### config.mk
export PLATFORM = sky130hd
export DESIGN_NAME = rgb_median_filter_3x3_unit
export DESIGN_NICKNAME = d
export VERILOG_FILES = /design/src/rmf_pkg.sv /design/src/rmf_tap_cell.sv /design/src/rmf_median_lane.sv /design/src/rgb_median_filter_3x3_unit.sv
export VERILOG_INCLUDE_DIRS = /design/src /design/src/src
export SDC_FILE = /design/constraint.sdc
export NUM_CORES = 2
export LEC_CHECK = 0
export ABC_CLOCK_PERIOD_IN_PS = 9650
export BUFFER_PORTS_ARGS = -buffer_cell sky130_fd_sc_hd__buf_2
export CAP_MARGIN = 5
export CORE_ASPECT_RATIO = 0.8
export CORE_MARGIN = 2
export CORE_UTILIZATION = 45
export CTS_BUF_LIST = sky130_fd_sc_hd__clkbuf_8
export CTS_CLUSTER_SIZE = 8
export DETAILED_ROUTE_END_ITERATION = 8
export GPL_ROUTABILITY_DRIVEN = 0
export PLACE_DENSITY_LB_ADDON = 0.1
export SKIP_CTS_REPAIR_TIMING = 1
export SYNTH_ARGS = -nofsm -noshare
export SYNTH_HDL_FRONTEND = slang
export SYNTH_SLANG_ARGS = --single-unit
### constraint.sdc
create_clock -name clock -period 9.65 [get_ports clock]
set_input_delay 1.4475 -clock clock [delete_from_list [all_inputs] [get_ports clock]]
set_output_delay 1.4475 -clock clock [all_outputs]
set_load 0.05 [all_outputs]
### src/assert_macros.svh
// Assertion macros shared by the median filter RTL.
// Depends on nothing; define ASSERT_OFF to compile the checks out.
`ifndef ASSERT_MACROS_SVH
`define ASSERT_MACROS_SVH
`ifndef ASSERT_OFF
`define RMF_ASSERT(label, clk, rst, prop) \
   label: assert property (@(posedge clk) disable iff (rst) (prop)) \
      else $error("rmf assertion failed");
`define RMF_ASSERT_NEXT(label, clk, rst, ante, cons) \
   label: assert property (@(posedge clk) disable iff (rst) (ante) |=> (cons)) \
      else $error("rmf assertion failed");
`else
`define RMF_ASSERT(label, clk, rst, prop)
`define RMF_ASSERT_NEXT(label, clk, rst, ante, cons)
`endif
`endif

### src/rmf_pkg.sv
// Package for the RGB 3x3 median filter: sizes, payload and control types.
// Depends on nothing.
`default_nettype none
package rmf_pkg;
   localparam int WINDOW_SIDE = 3;
   localparam int AREA        = WINDOW_SIDE * WINDOW_SIDE;
   localparam int PIX_W       = 8;
   localparam int COUNT_W     = 12;
   localparam int FILL_W      = 4;
   localparam int ROW_W       = 2;
   localparam logic [COUNT_W-1:0] WIDTH_RESET = 12'd512;

   typedef struct packed {
      logic [PIX_W-1:0] pixel_red;
      logic [PIX_W-1:0] pixel_green;
      logic [PIX_W-1:0] pixel_blue;
   } req_payload_type;

   typedef struct packed {
      logic [PIX_W-1:0] median_red;
      logic [PIX_W-1:0] median_green;
      logic [PIX_W-1:0] median_blue;
   } rsp_payload_type;

   typedef logic [AREA-1:0][PIX_W-1:0] window_type;

   typedef struct packed {
      logic load;
      logic shift;
   } cell_ctl_type;

   typedef struct packed {
      logic s1;
      logic s2;
      logic s3;
      logic s4;
   } stage_en_type;
endpackage
`default_nettype wire

### src/rmf_tap_cell.sv
// One window tap: holds one RGB pixel, loads it directly or takes it
// from its right-hand neighbor. Depends on rmf_pkg.
`default_nettype none
module rmf_tap_cell (
   input  wire logic                     clock,
   input  wire rmf_pkg::cell_ctl_type    ctl,
   input  wire rmf_pkg::req_payload_type pixel_in,
   input  wire rmf_pkg::req_payload_type neighbor_in,
   output rmf_pkg::req_payload_type      tap_out,
   output rmf_pkg::req_payload_type      tap_next
);
   rmf_pkg::req_payload_type tap_ff;
   rmf_pkg::req_payload_type tap_in;

   always_comb begin
      priority if (ctl.load) begin
         tap_in = pixel_in;
      end else if (ctl.shift) begin
         tap_in = neighbor_in;
      end else begin
         tap_in = tap_ff;
      end
   end

   always_ff @(posedge clock) begin
      tap_ff <= tap_in;
   end

   assign tap_out  = tap_ff;
   assign tap_next = tap_in;
endmodule
`default_nettype wire

### src/rmf_median_lane.sv
// Four-stage median-of-nine datapath for one color channel.
// Depends on rmf_pkg; stage enables come from the top-level control.
`default_nettype none
module rmf_median_lane (
   input  wire logic                               clock,
   input  wire rmf_pkg::stage_en_type              en,
   input  wire rmf_pkg::window_type                window_in,
   output logic [rmf_pkg::PIX_W-1:0]               median_out
);
   localparam int W = rmf_pkg::PIX_W;
   localparam int S = rmf_pkg::WINDOW_SIDE;

   function automatic logic [2:0][W-1:0] sort3(input logic [W-1:0] a,
                                               input logic [W-1:0] b,
                                               input logic [W-1:0] c);
      logic [W-1:0] x;
      logic [W-1:0] y;
      logic [W-1:0] z;
      logic [W-1:0] t;
      x = a;
      y = b;
      z = c;
      if (y > z) begin
         t = y; y = z; z = t;
      end
      if (x > y) begin
         t = x; x = y; y = t;
      end
      if (y > z) begin
         t = y; y = z; z = t;
      end
      return {z, y, x};
   endfunction

   function automatic logic [W-1:0] med3(input logic [W-1:0] a,
                                         input logic [W-1:0] b,
                                         input logic [W-1:0] c);
      logic [W-1:0] lo;
      logic [W-1:0] hi;
      logic [W-1:0] m;
      lo = (a < b) ? a : b;
      hi = (a < b) ? b : a;
      m  = (hi < c) ? hi : c;
      return (lo > m) ? lo : m;
   endfunction

   rmf_pkg::window_type s1_ff;
   rmf_pkg::window_type s2_ff;
   rmf_pkg::window_type s2_in;
   logic [2:0][W-1:0]   s3_ff;
   logic [2:0][W-1:0]   s3_in;
   logic [W-1:0]        s4_ff;
   logic [W-1:0]        s4_in;

   // Sort each window row; low at column 0.
   always_comb begin
      for (int r = 0; r < S; r++) begin
         {s2_in[r*S+2], s2_in[r*S+1], s2_in[r*S]} =
            sort3(s1_ff[r*S], s1_ff[r*S+1], s1_ff[r*S+2]);
      end
   end

   // Median is med3 of (max of row lows, median of row mids, min of row highs).
   always_comb begin
      logic [W-1:0] m01;
      logic [W-1:0] n01;
      m01      = (s2_ff[0] > s2_ff[3]) ? s2_ff[0] : s2_ff[3];
      s3_in[0] = (m01 > s2_ff[6]) ? m01 : s2_ff[6];
      s3_in[1] = med3(s2_ff[1], s2_ff[4], s2_ff[7]);
      n01      = (s2_ff[2] < s2_ff[5]) ? s2_ff[2] : s2_ff[5];
      s3_in[2] = (n01 < s2_ff[8]) ? n01 : s2_ff[8];
   end

   assign s4_in = med3(s3_ff[0], s3_ff[1], s3_ff[2]);

   always_ff @(posedge clock) begin
      if (en.s1) begin
         s1_ff <= window_in;
      end
      if (en.s2) begin
         s2_ff <= s2_in;
      end
      if (en.s3) begin
         s3_ff <= s3_in;
      end
      if (en.s4) begin
         s4_ff <= s4_in;
      end
   end

   assign median_out = s4_ff;
endmodule
`default_nettype wire

### src/rgb_median_filter_3x3_unit.sv
// Top level of the RGB 3x3 median filter: window tap chain, counters,
// pipeline control and three median lanes. Depends on rmf_pkg,
// rmf_tap_cell, rmf_median_lane and assert_macros.svh.
//
//   channel   handshake           payload            direction
//   req       req_valid/stall     req_payload        in, one pixel
//   rsp       rsp_valid/stall     rsp_payload        out, one median set
//   csr       csr_valid/ready     csr_wdata[11:0]    in, image_width
//
// One request per clock while req_stall is low; a new pixel may enter every such cycle.
// A median passes through registers s1, s2, s3 and s4 after the request that completes its window.
// Four result slots (three pipeline stages plus the output register) fill
// under rsp_stall before req_stall rises.
// Synchronous reset clears counters and valid bits; image_width resets to 512.
`default_nettype none
`include "assert_macros.svh"
module rgb_median_filter_3x3_unit (
   input  wire logic                                   clock,
   input  wire logic                                   reset,
   input  wire logic                                   req_valid,
   output logic                                        req_stall,
   input  wire rmf_pkg::req_payload_type               req_payload,
   output logic                                        rsp_valid,
   input  wire logic                                   rsp_stall,
   output rmf_pkg::rsp_payload_type                    rsp_payload,
   input  wire logic                                   csr_valid,
   output logic                                        csr_ready,
   input  wire logic [rmf_pkg::COUNT_W-1:0]            csr_wdata
);
   localparam int S = rmf_pkg::WINDOW_SIDE;
   localparam int N = rmf_pkg::AREA;

   logic [rmf_pkg::COUNT_W-1:0] width_ff;
   logic [rmf_pkg::COUNT_W-1:0] width_in;
   logic [rmf_pkg::COUNT_W-1:0] column_ff;
   logic [rmf_pkg::COUNT_W-1:0] column_in;
   logic [rmf_pkg::COUNT_W-1:0] column_inc;
   logic [rmf_pkg::FILL_W-1:0]  fill_ff;
   logic [rmf_pkg::FILL_W-1:0]  fill_in;
   logic [rmf_pkg::FILL_W-1:0]  load_idx;
   logic [rmf_pkg::ROW_W-1:0]   shift_row;
   logic                        load_mode;
   logic                        accept;
   logic                        done;
   logic                        v1_ff, v2_ff, v3_ff, v4_ff;
   logic                        v1_in, v2_in, v3_in, v4_in;
   logic                        ready1, ready2, ready3, ready4;
   rmf_pkg::stage_en_type       stage_en;
   rmf_pkg::req_payload_type    tap_q    [N];
   rmf_pkg::req_payload_type    tap_nx   [N];
   rmf_pkg::window_type         win_red, win_green, win_blue;

   // Pipeline flow: a stage loads when it is empty or its successor moves.
   assign ready4    = !v4_ff || !rsp_stall;
   assign ready3    = !v3_ff || ready4;
   assign ready2    = !v2_ff || ready3;
   assign ready1    = !v1_ff || ready2;
   assign req_stall = !ready1;
   assign accept    = req_valid && ready1;
   assign csr_ready = 1'b1;

   assign load_mode = (column_ff == '0);
   assign load_idx  = (fill_ff >= rmf_pkg::FILL_W'(N - 1)) ?
                      rmf_pkg::FILL_W'(N - 1) : fill_ff;
   assign shift_row = (fill_ff >= rmf_pkg::FILL_W'(S - 1)) ?
                      rmf_pkg::ROW_W'(S - 1) : fill_ff[rmf_pkg::ROW_W-1:0];
   assign done      = load_mode ? (load_idx == rmf_pkg::FILL_W'(N - 1))
                                : (shift_row == rmf_pkg::ROW_W'(S - 1));
   assign column_inc = column_ff + 1'b1;

   always_comb begin
      width_in  = width_ff;
      column_in = column_ff;
      fill_in   = fill_ff;
      if (csr_valid && csr_ready) begin
         width_in = csr_wdata;
      end
      if (accept) begin
         if (done) begin
            fill_in   = '0;
            column_in = (column_inc >= width_ff) ? '0 : column_inc;
         end else if (load_mode) begin
            fill_in = load_idx + 1'b1;
         end else begin
            fill_in = {{(rmf_pkg::FILL_W - rmf_pkg::ROW_W){1'b0}}, shift_row} + 1'b1;
         end
      end
   end

   assign v1_in = ready1 ? (accept && done) : v1_ff;
   assign v2_in = ready2 ? v1_ff : v2_ff;
   assign v3_in = ready3 ? v2_ff : v3_ff;
   assign v4_in = ready4 ? v3_ff : v4_ff;

   always_ff @(posedge clock) begin
      if (reset) begin
         width_ff  <= rmf_pkg::WIDTH_RESET;
         column_ff <= '0;
         fill_ff   <= '0;
         v1_ff     <= 1'b0;
         v2_ff     <= 1'b0;
         v3_ff     <= 1'b0;
         v4_ff     <= 1'b0;
      end else begin
         width_ff  <= width_in;
         column_ff <= column_in;
         fill_ff   <= fill_in;
         v1_ff     <= v1_in;
         v2_ff     <= v2_in;
         v3_ff     <= v3_in;
         v4_ff     <= v4_in;
      end
   end

   // Window tap chain, row-major; each row's right end takes the new pixel.
   for (genvar k = 0; k < N; k++) begin : g_tap
      rmf_pkg::cell_ctl_type    ctl;
      rmf_pkg::req_payload_type nbr;
      assign ctl.load  = accept && load_mode && (load_idx == rmf_pkg::FILL_W'(k));
      assign ctl.shift = accept && !load_mode &&
                         (shift_row == rmf_pkg::ROW_W'(k / S));
      if ((k % S) == (S - 1)) begin : g_end
         assign nbr = req_payload;
      end else begin : g_mid
         assign nbr = tap_q[k+1];
      end
      rmf_tap_cell u_cell (
         .clock       (clock),
         .ctl         (ctl),
         .pixel_in    (req_payload),
         .neighbor_in (nbr),
         .tap_out     (tap_q[k]),
         .tap_next    (tap_nx[k])
      );
      assign win_red[k]   = tap_nx[k].pixel_red;
      assign win_green[k] = tap_nx[k].pixel_green;
      assign win_blue[k]  = tap_nx[k].pixel_blue;
   end

   assign stage_en.s1 = accept && done;
   assign stage_en.s2 = ready2;
   assign stage_en.s3 = ready3;
   assign stage_en.s4 = ready4;

   rmf_median_lane u_red (
      .clock      (clock),
      .en         (stage_en),
      .window_in  (win_red),
      .median_out (rsp_payload.median_red)
   );
   rmf_median_lane u_green (
      .clock      (clock),
      .en         (stage_en),
      .window_in  (win_green),
      .median_out (rsp_payload.median_green)
   );
   rmf_median_lane u_blue (
      .clock      (clock),
      .en         (stage_en),
      .window_in  (win_blue),
      .median_out (rsp_payload.median_blue)
   );

   assign rsp_valid = v4_ff;

   `RMF_ASSERT(a_fill_range, clock, reset, fill_ff <= rmf_pkg::FILL_W'(N - 1))
   `RMF_ASSERT(a_shift_fill, clock, reset, (column_ff == '0) || (fill_ff <= rmf_pkg::FILL_W'(S - 1)))
   `RMF_ASSERT_NEXT(a_capture, clock, reset, accept && done, v1_ff)
   `RMF_ASSERT(a_stall_full, clock, reset, !req_stall || (v1_ff && v2_ff && v3_ff && v4_ff))
endmodule
`default_nettype wire

==> impl_metrics.json <==
{
  "dr.pass1.iters": 9,
  "cp-start-kind": "flop",
  "required_ns": 10.24,
  "cellLeakagePower_nw": 23.31,
  "slew_headroom_pct": 22.75,
  "grt_pass1_wl_mm": 196.2,
  "end_kind": "flop",
  "grt_pass1_vias": 33550,
  "io_pins": 68,
  "grt_overflow": 0,
  "max_freq_mhz": 138.2,
  "netSwitchingPower_mw": 1.681,
  "vdd_ir_drop_max_mv": 0.1258,
  "finalNonFillerCells": 6485,
  "first_iter_violations": 2921,
  "vias": 36600,
  "yosysWarnings": 0,
  "place_inst": 6244,
  "cap_violations": 0,
  "final_cell_mix": "edfxtp_1, a21oi_1, inv_1",
  "hold_path_class": "flop to flop",
  "rsz0062_at_grt": "false",
  "crit_family": "compound AO/OA/AOI/OAI gates",
  "syn-num-nets": 5438,
  "avgRoutedWirePerCell_um": 19.48,
  "ys_seq_area_share_pct": 43.39,
  "synth_area_um2": 47980,
  "die_h_um": 296.1,
  "arrival_ns": 7.83,
  "critPathMaxFanout": 41,
  "ys_ff_latch": 776,
  "cp_slowest_cell": "and2_0",
  "pwr-share-comb_pct": 5.4,
  "htree_num_levels": 4,
  "clockPowerShare_pct": 39.9,
  "crit_type": "flop to flop",
  "postSynthCellCount": 4955,
  "finalHoldViolations": 0,
  "die_area_um2": 109300,
  "drv_slew": 0,
  "clock_path_buffers": 3,
  "grt_busiest_layer": "met1",
  "initial_core_util_pct": 45.20,
  "status": "finished clean",
  "async_reset_ff_share_pct": 0,
  "worst_pin_slew_ns": 1.154,
  "finalCriticalPeriod_ns": 7.236,
  "crit_top_cell": "a21o_1",
  "yosys_most_used_dff": "edfxtp_1",
  "coreArea_um2": 106200,
  "reg2reg_slack_ns": 2.41,
  "clkTransAtPathRegs_ns": 0.07,
  "cts_inserted_buffers": 133,
  "synth_edf_count": 528,
  "die_w_um": 369.1,
  "avgSynthCellArea_um2": 9.684,
  "vias_per_cell": 5.643,
  "drive_gt1_share_pct": 9.793,
  "grt.total_usage_pct": 23.03,
  "area_growth_pct": 8.091,
  "powerDensity_nw_per_um2": 135.9,
  "hpwl_mm": 93.96,
  "finalCritPeriodShare_pct": 74.98,
  "synth_cell_types": 108,
  "wl_mm": 126.3,
  "drc": 0,
  "p_total_mw": 7.048,
  "cp.buffers_inverters": 4,
  "cts_tree": "yes",
  "final_common_cell": "edfxtp_1",
  "ant_nets": 0,
  "io_buffers": 66,
  "setup_viol": 0,
  "switching_share_pct": 23.85,
  "internal_power_mw": 5.367,
  "row_count": 107,
  "grt_use_met3_pct": 3.817,
  "tns_ns": 0,
  "clock_skew_ns": 0.04337,
  "globalRouteMet2Util_pct": 32.20,
  "cts-root-buf": "clkbuf_8",
  "antenna_found_initial": 5,
  "max_stage_delay_ns": 0.76,
  "clock_latency_ns": 0.85,
  "power_frac_seq_pct": 54.7,
  "nets": 5445,
  "use_met1_pct": 36.05,
  "grt_max_degree": 145,
  "cts.sinks": 776
}
Yosys cell counts (43+ instances only):
master | count | area (um^2)
dfxtp_1 | 248 | 4965
nand2_1 | 467 | 1753
inv_1 | 424 | 1592
nand2b_1 | 43 | 269.0
and2_1 | 43 | 269.0
o21a_1 | 51 | 382.9
ha_1 | 442 | 5530
buf_2 | 56 | 280.3
nor2b_1 | 62 | 387.9
a21o_1 | 78 | 585.6
a21oi_1 | 500 | 2502
mux2i_1 | 261 | 2613
o21ai_0 | 243 | 1216
nand3_1 | 66 | 330.3
nor2_1 | 443 | 1663
mux2_2 | 135 | 1520
a221oi_1 | 52 | 455.4
clkbuf_1 | 117 | 439.2
nor3_1 | 77 | 385.4
edfxtp_1 | 528 | 15860
nand4_1 | 56 | 350.3
cells by family after synthesis:
logic type | synth area share (%)
and+or+nand+nor | 12.82
AOI/OAI and AO/OA | 17.61
DFF | 43.39
buffers and inverters | 5.395
adders and majority gates | 11.61
muxes | 8.863
xor gates and xnor gates | 0.3103
other | 0.007815
state kept, by name, indices dropped and copies added (netlist names), 12 cells and up:
register and flops:
column_ff 12, g_tap.u_cell.tap_out 216, u_blue.s1_ff 72, u_blue.s2_ff 72
u_blue.s3_ff 24, u_green.s1_ff 72, u_green.s2_ff 72, u_green.s3_ff 24
u_red.s1_ff 72, u_red.s2_ff 72, u_red.s3_ff 24, width_ff 12
worst min-delay path, delay by kind of cell (launching register included):
family	cells	cell delay [ns]
simple gates	2	0.11
flops	1	0.31
path summary, 6_finish.rpt:
check | depth (start not counted) | from | end
max | 27 | u_blue.s1_ff[71]$_DFFE_PP_ | u_blue.s2_ff[65]$_DFFE_PP_
min | 2 | g_tap[8].u_cell.tap_out[22]$_DFF_P_ | g_tap[8].u_cell.tap_out[22]$_DFF_P_
max reg2reg | 27 | u_blue.s1_ff[71]$_DFFE_PP_ | u_blue.s2_ff[65]$_DFFE_PP_
min reg2reg | 2 | g_tap[8].u_cell.tap_out[22]$_DFF_P_ | g_tap[8].u_cell.tap_out[22]$_DFF_P_
area by class of cell:
cell class	instances	area [um^2]
diodes	3	7.507
clock buffers	144	1982
clock inverters	94	469.2
fillers	9911	54300
inverters	425	1604
multi-input cells	3531	24650
flip-flops and latches	776	20820
well taps	1417	1773
repair buffers	95	560.5
layer usage:
layer | vias up | wire (um) | share of wire [%]
li1 | 18150 | - | -
met1 | 17170 | 65270 | 52
met2 | 1106 | 50590 | 40
met3 | 166 | 8052 | 6.4
met4 | 0 | 2411 | 1.9
met5 | - | 0 | 0
through the flow:
step	setup WS (ns)	instance area, um^2	hold WS, ns	utilization [%]
final	2.414	51870	0.4701	48.85
after global routing	1.791	51860	0.4820	48.85
after CTS	2.534	51860	0.4685	48.85
after detailed placement	2.539	49410	0.4566	46.54
after global placement	2.686	49410	0.4465	46.54
after floorplan	0.9006	47980	0.4291	-
power groups by stage:
stage	sequential (mW)	clock, mW	combinational (mW)
finish	3.85	2.81	0.384
global route	3.87	3.06	0.433
CTS	3.85	2.91	0.386
detailed placement	3.92	0	0.384
global placement	3.92	0	0.373
floorplan	3.91	0	0.282
No activity file was read; power rests on OpenSTA's default activity.
